### src/sv/fresnel_reflectance_unit_defines.svh
// ----------------------------------------------------------------------------
// Fresnel reflectance unit - assertion macros
// Shared property forms for the checks at the end of the top level.
// ----------------------------------------------------------------------------
`ifndef FRESNEL_REFLECTANCE_UNIT_DEFINES_SVH
`define FRESNEL_REFLECTANCE_UNIT_DEFINES_SVH

// same-cycle implication, off during reset
`define FRL_ASSERT_NOW(lbl, ante, cons, msg) \
    lbl: assert property (@(posedge i_clk) disable iff (!i_rst_n) (ante) |-> (cons)) \
        else $error(msg);

// holds in the cycle after a reset cycle
`define FRL_ASSERT_AFTER_RESET(lbl, cons, msg) \
    lbl: assert property (@(posedge i_clk) (!i_rst_n) |=> (cons)) else $error(msg);

`endif

### src/sv/frl_pkg.sv
// ----------------------------------------------------------------------------
// Fresnel reflectance package
// Item types, stage control and fixed-point constants.
// ----------------------------------------------------------------------------
package frl_pkg;

    typedef struct packed {
        logic signed [15:0] incident_x;
        logic signed [15:0] incident_y;
        logic signed [15:0] incident_z;
        logic signed [15:0] normal_x;
        logic signed [15:0] normal_y;
        logic signed [15:0] normal_z;
        logic        [15:0] refr_index;
    } t_in_item;

    typedef struct packed {
        logic [15:0] reflectance;
        logic        total_reflect;
    } t_out_item;

    // pipeline control for the square-root and divider units
    typedef struct packed {
        logic en;
        logic valid;
    } t_pipe_ctl;

    // geometry carried alongside the arithmetic units
    typedef struct packed {
        logic [30:0] cos_i;
        logic        is_inner;
        logic [15:0] eta;
    } t_geo;

    typedef struct packed {
        t_geo geo;
        logic tir;
    } t_geo_tir;

    localparam logic [30:0] ONE_Q30   = 31'h4000_0000;
    localparam logic [61:0] ONE_Q60   = 62'h1000_0000_0000_0000;
    localparam logic [15:0] ETA_ONE   = 16'd4096;
    localparam logic [15:0] REFL_ONE  = 16'd32768;
    localparam logic [62:0] ROUND_Q45 = 63'h0000_1000_0000_0000;

endpackage

### src/sv/frl_sqrt.sv
// ----------------------------------------------------------------------------
// Pipelined integer square root
// Restoring digit recurrence, one root bit per register stage.
// ----------------------------------------------------------------------------
module frl_sqrt
    import frl_pkg::*;
#(
    parameter int RAD_W  = 62,
    parameter int SIDE_W = 1
) (
    input  logic                 i_clk,
    input  logic                 i_rst_n,
    input  t_pipe_ctl            i_ctl,
    input  logic [RAD_W-1:0]     i_rad,
    input  logic [SIDE_W-1:0]    i_side,
    output logic                 o_valid,
    output logic [RAD_W/2-1:0]   o_root,
    output logic [SIDE_W-1:0]    o_side
);

    localparam int ROOT_W = RAD_W / 2;
    localparam int REM_W  = ROOT_W + 3;

    logic [RAD_W-1:0]  r_rad  [ROOT_W];
    logic [REM_W-1:0]  r_rem  [ROOT_W];
    logic [ROOT_W-1:0] r_root [ROOT_W];
    logic [SIDE_W-1:0] r_side [ROOT_W];
    logic [ROOT_W-1:0] r_vld;

    logic [RAD_W-1:0]  n_rad  [ROOT_W];
    logic [REM_W-1:0]  n_rem  [ROOT_W];
    logic [ROOT_W-1:0] n_root [ROOT_W];
    logic [SIDE_W-1:0] n_side [ROOT_W];
    logic [ROOT_W-1:0] n_vld;

    always_comb begin
        for (int k = 0; k < ROOT_W; k++) begin
            logic [RAD_W-1:0]  rad_in;
            logic [REM_W-1:0]  rem_in;
            logic [ROOT_W-1:0] root_in;
            logic [REM_W-1:0]  rem2;
            logic [REM_W-1:0]  trial;
            logic              take;
            if (k == 0) begin
                rad_in    = i_rad;
                rem_in    = '0;
                root_in   = '0;
                n_side[k] = i_side;
                n_vld[k]  = i_ctl.valid;
            end else begin
                rad_in    = r_rad[k-1];
                rem_in    = r_rem[k-1];
                root_in   = r_root[k-1];
                n_side[k] = r_side[k-1];
                n_vld[k]  = r_vld[k-1];
            end
            // bring down the next two radicand bits, try root*4+1
            rem2      = {rem_in[REM_W-3:0], rad_in[RAD_W-1 -: 2]};
            trial     = {1'b0, root_in, 2'b01};
            take      = (rem2 >= trial);
            n_rem[k]  = take ? (rem2 - trial) : rem2;
            n_root[k] = {root_in[ROOT_W-2:0], take};
            n_rad[k]  = rad_in << 2;
        end
    end

    always_ff @(posedge i_clk) begin
        if (!i_rst_n) begin
            r_vld <= '0;
        end else if (i_ctl.en) begin
            r_vld <= n_vld;
        end
        if (i_ctl.en) begin
            r_rad  <= n_rad;
            r_rem  <= n_rem;
            r_root <= n_root;
            r_side <= n_side;
        end
    end

    assign o_valid = r_vld[ROOT_W-1];
    assign o_root  = r_root[ROOT_W-1];
    assign o_side  = r_side[ROOT_W-1];

endmodule

### config.mk
export PLATFORM = sky130hd
export DESIGN_NAME = frl_sqrt
export DESIGN_NICKNAME = d
export VERILOG_FILES = /design/src/sv/fresnel_reflectance_unit_defines.svh /design/src/sv/frl_pkg.sv /design/src/sv/frl_sqrt.sv
export SDC_FILE = /design/constraint.sdc
export NUM_CORES = 2
export LEC_CHECK = 0
export BUFFER_PORTS_ARGS = -buffer_cell sky130_fd_sc_hd__buf_2
export CORE_MARGIN = 2
export CORE_UTILIZATION = 41
export CTS_BUF_LIST = sky130_fd_sc_hd__clkbuf_4
export CTS_CLUSTER_DIAMETER = 100
export DETAILED_ROUTE_END_ITERATION = 8
export SYNTH_ARGS = -nofsm -noshare
export SYNTH_HDL_FRONTEND = slang
export SYNTH_SLANG_ARGS = --single-unit
### constraint.sdc
create_clock -name i_clk -period 8.3 [get_ports i_clk]
set_input_delay 1.245 -clock i_clk [delete_from_list [all_inputs] [get_ports i_clk]]
set_output_delay 1.245 -clock i_clk [all_outputs]
set_load 0.01 [all_outputs]
# Yosys cells after proc, flatten, opt, wreduce, memory -nomap -nowiden
# Cells that the tools add are included.
[word_totals]
register_bits = 2419
word_cells = 215
[classes]
addsub = 30
magnitude_cmp = 31
mux = 30
[op_table]
columns = ["operator", "count"]
rows = [
  ["$mux W32", 29],
  ["$ge A34 B10 Y1", 1],
  ["$ge A34 B11 Y1", 1],
  ["$ge A34 B12 Y1", 1],
  ["$ge A34 B13 Y1", 1],
  ["$ge A34 B14 Y1", 1],
  ["$ge A34 B15 Y1", 1],
  ["$ge A34 B16 Y1", 1],
  ["$ge A34 B17 Y1", 1],
  ["$ge A34 B18 Y1", 1],
  ["$ge A34 B19 Y1", 1],
  ["$ge A34 B20 Y1", 1],
  ["$ge A34 B21 Y1", 1],
  ["$ge A34 B22 Y1", 1],
  ["$ge A34 B23 Y1", 1],
  ["$ge A34 B24 Y1", 1],
  ["$ge A34 B25 Y1", 1],
  ["$ge A34 B26 Y1", 1],
  ["$ge A34 B27 Y1", 1],
  ["$ge A34 B28 Y1", 1],
  ["$ge A34 B29 Y1", 1],
  ["$ge A34 B3 Y1", 1],
  ["$ge A34 B30 Y1", 1],
  ["$ge A34 B31 Y1", 1],
  ["39 further kinds", 39],
]

# Longest topological paths before layout
[depth]
ltp_word = 2
depth_mapped = 15
mapped_depth_nobuf = 13

# Worst setup path before layout
# Ideal clock, no wire load.
[synth_timing]
path_kind = "register to register"
from = "register r_rem[247] (netlist name)"
to = "register r_rem[222] (netlist name) (data pin)"
setup_time_ps = 262
arrival_ps = 3300
required_ps = 8038
setup_slack_ps = 4738
path_stages_with_launch = 12
n_path_buf = 2
synth_period_minus_slack_ps = 3562
path_cell_list = "edfxtp_1 > ha_1 > a21oi_1 > nor2_1 > a211oi_1 > o211ai_1 > a2111oi_0 > o32ai_1 > a2111oi_0 > clkbuf_1 > buf_2 > o21ai_0"
[synth_lines]
columns = ["element", "line_no", "text"]
rows = [
  ["start, declared", "frl_sqrt.sv:25", "logic [REM_W-1:0] r_rem [ROOT_W];"],
  ["start signal, assigned", "frl_sqrt.sv:75", "r_rem <= n_rem;"],
]

==> impl_results.md <==
* Status: complete, no violations
* Routed WL per cell at approximately 17 um
* Layout Nets at 9760
* Area leader, netlist: edfxtp_1
* Die area at 273000 sq um
* Setup tns final at 0 ns
* Relative slew slack at 18.6%
* Vias at 67617
* Top cells by count, synth: 2371 x edfxtp_1, 664 x inv_1, 576 x nand2_1
* Hold_ws at approximately 0.24 ns
* CP Capture Type: flop
* Post-synth ARST share at 0%
* GRT Total Usage at roughly 16%
* Max Clock Skew at 0.189 ns
* Clk buf depth at 4
* Max-cap violation count at 0
* Critical Path Start Type: flop
* CTS root buffer: clkbuf_4
* First-pass GRT wire length at 350000 um
* Yosys top cell area share at 64.5%
* HPWL Detailed at ~150000 um
* Largest net degree at the start of global routing at 184
* Final worst-path cycle share at between 50% and 60%
* Die Y at roughly 520 um
* Post-CTS Setup Repair Bufs at 0
* Critical Path AT at ~5.6 ns
* Synth unique cells at 90
* GRT overflow at 0
* Post-Syn Instances at around 8500
* Final setup vio count at 0
* Htree depth at 6
* Initial DRC count at just under 5000
* Netlist Area Pre-Place at approximately 110000 sq um
* Die W at approximately 520 um
* Worst skew pair latency at 1.50 ns
* CTS sink cnt at ~2400
* Achievable frequency at between 0.2 and 0.25 GHz
* Row Count at 190
* Synth top area cells: edfxtp_1 65%, ha_1 6.0%, xor2_1 3.2%
* DRT antenna net count at 0
* Antenna violations before repair at 4
* Yosys reg bits at between 2000 and 2500
* Actual slew at the worst max-slew pin at 1.19 ns
* Peak VDD IR at 0.178 mV
* Post-Route WL at around 220000 um
* Via density at approximately 5.1
* Core area at 268000 sq um
* Post-synth EDFFs at between 2000 and 2500
* Type of the worst setup path: reg2reg
* Crit path max fanout at 25
* Filler cells at roughly 24000
* Hold crit path type: in2reg
* Count leader, synth: edfxtp_1
* Area Growth Syn to Fin at 12.2%
* Nets in the synthesized netlist at slightly above 9000
* 1st-pass router iterations at 5
* Leakage at ~48 nW
* Top_reg_cell synth: edfxtp_1
* Routability cong. at 0.882
* Top-Level Pins at 100
* Max Slew Vio Count at 0
* CP required at around 9.5 ns
* Post-synthesis sequential area ratio at about two thirds
* Initial core utilization at 41.2%
* Clk slew on worst S/H paths at around 0.06 ns
* Yosys warns at 0
* Share of post-route cells with drive strength above 1 at approximately an eighth
* PortBufs at 99
* Fin. Hold Viols at 0
* Pwr dens at approximately 270 nW/um^2
* RSZ-0062 raised after global routing: no
* CTS tree: yes
* Vias in the first global route at slightly below 70000
* Syn_area_per_cell at 13.0 sq um
* Min Tclk post-route at around 4.4 ns
* Drc violations at 0
* Cts bufs inserted at ~640
registers in the layout (all words and copies together) (netlist names):
signal,count
r_rem,914
r_rad,60
o_root,31
n_root,465
n_side,30
n_rad,870
o_side,1
r_vld,31
worst paths after layout:
path,depth (start not counted),to,slack (ns),start
worst max-delay path,9,r_rem[705],3.89,r_rem[734]
worst min-delay path,2,r_vld[26],0.24,i_rst_n
worst max register to register,9,r_rem[705],3.89,r_rem[734]
worst min register to register,0,n_rad[371],0.30,n_rad[431]
stage by stage:
stage	instances	setup WS (ns)	utilization (%)	instance area [sq um]	power, mW
after detailed placement	12015	3.93	43.0	115000	23.2
after global routing	13153	3.46	46.2	124000	35.2
after CTS	13144	3.90	46.2	124000	33.6
after floorplan	8472	4.74	-	110000	21.1
after global placement	12015	3.86	43.0	115000	23.1
final	13153	3.89	46.2	124000	33.1
worst max-delay path: stages (launching register included):
cell,delay (ns)
edfxtp_1,0.44
or3_1,0.40
or3_1,0.37
or3_1,0.37
or3_1,0.36
nor3_1,0.38
nor4b_4,1.02
a311o_1,0.55
nor3_1,0.11
xor2_1,0.17
layer usage:
| metal | global-route usage (%) | vias up | wire length, um |
|---|---|---|---|
| li1 | - | 33120 | - |
| met1 | 19.7 | 32392 | 94800 |
| met2 | 26.6 | 1587 | 107000 |
| met3 | 3.07 | 516 | 9900 |
| met4 | 6.24 | 2 | 7230 |
| met5 | 0 | - | 19 |
power by group:
part           switching, mW  internal, mW
sequential             0.975          15.3
clock                   4.79          5.26
combinational           3.94          2.79
total                   9.71          23.4
area by class of cell:
class                      count  area [sq um]  area share [%]
sequential                  2402         71800            58.0
timing repair buffer         208          1640            1.33
antenna                        9          22.5          0.0182
multi-input combinational   5251         35500            28.7
clock buffer                 908          6820            5.51
clock inverter               156          1040           0.840
inverter                     667          2500            2.02
tap                         3552          4440            3.59
cells in the final DEF, fill, tap and decap left out, drive strengths merged, types with 212 or more instances in the layout:
cell type,count
edfxtp,2371
clkbuf,908
inv,690
nand2,576
ha,528
nor2,516
a21oi,512
o21ai,471
xor2,402
xnor2,350
a21o,212
kinds of logic (layout without fill, tap and decap cells):
| family | after synthesis | after routing | synth area share [%] |
|---|---|---|---|
| compound gates | 1695 | 1695 | 9.48 |
| xor+xnor | 752 | 752 | 5.97 |
| fa+ha+maj | 528 | 528 | 5.99 |
| buf+inv | 819 | 1939 | 2.80 |
| flops | 2402 | 2402 | 65.1 |
| mux | 87 | 87 | 0.843 |
| other cells | 1 | 10 | 0.00340 |
| simple gates | 2188 | 2188 | 9.83 |
repair_timing:
item / CTS / global route
hold buffers: 65 / 0
hold endpoints to repair: 65 / 0
resized for setup: 0 / 0
(Power assumes the default switching activity.)
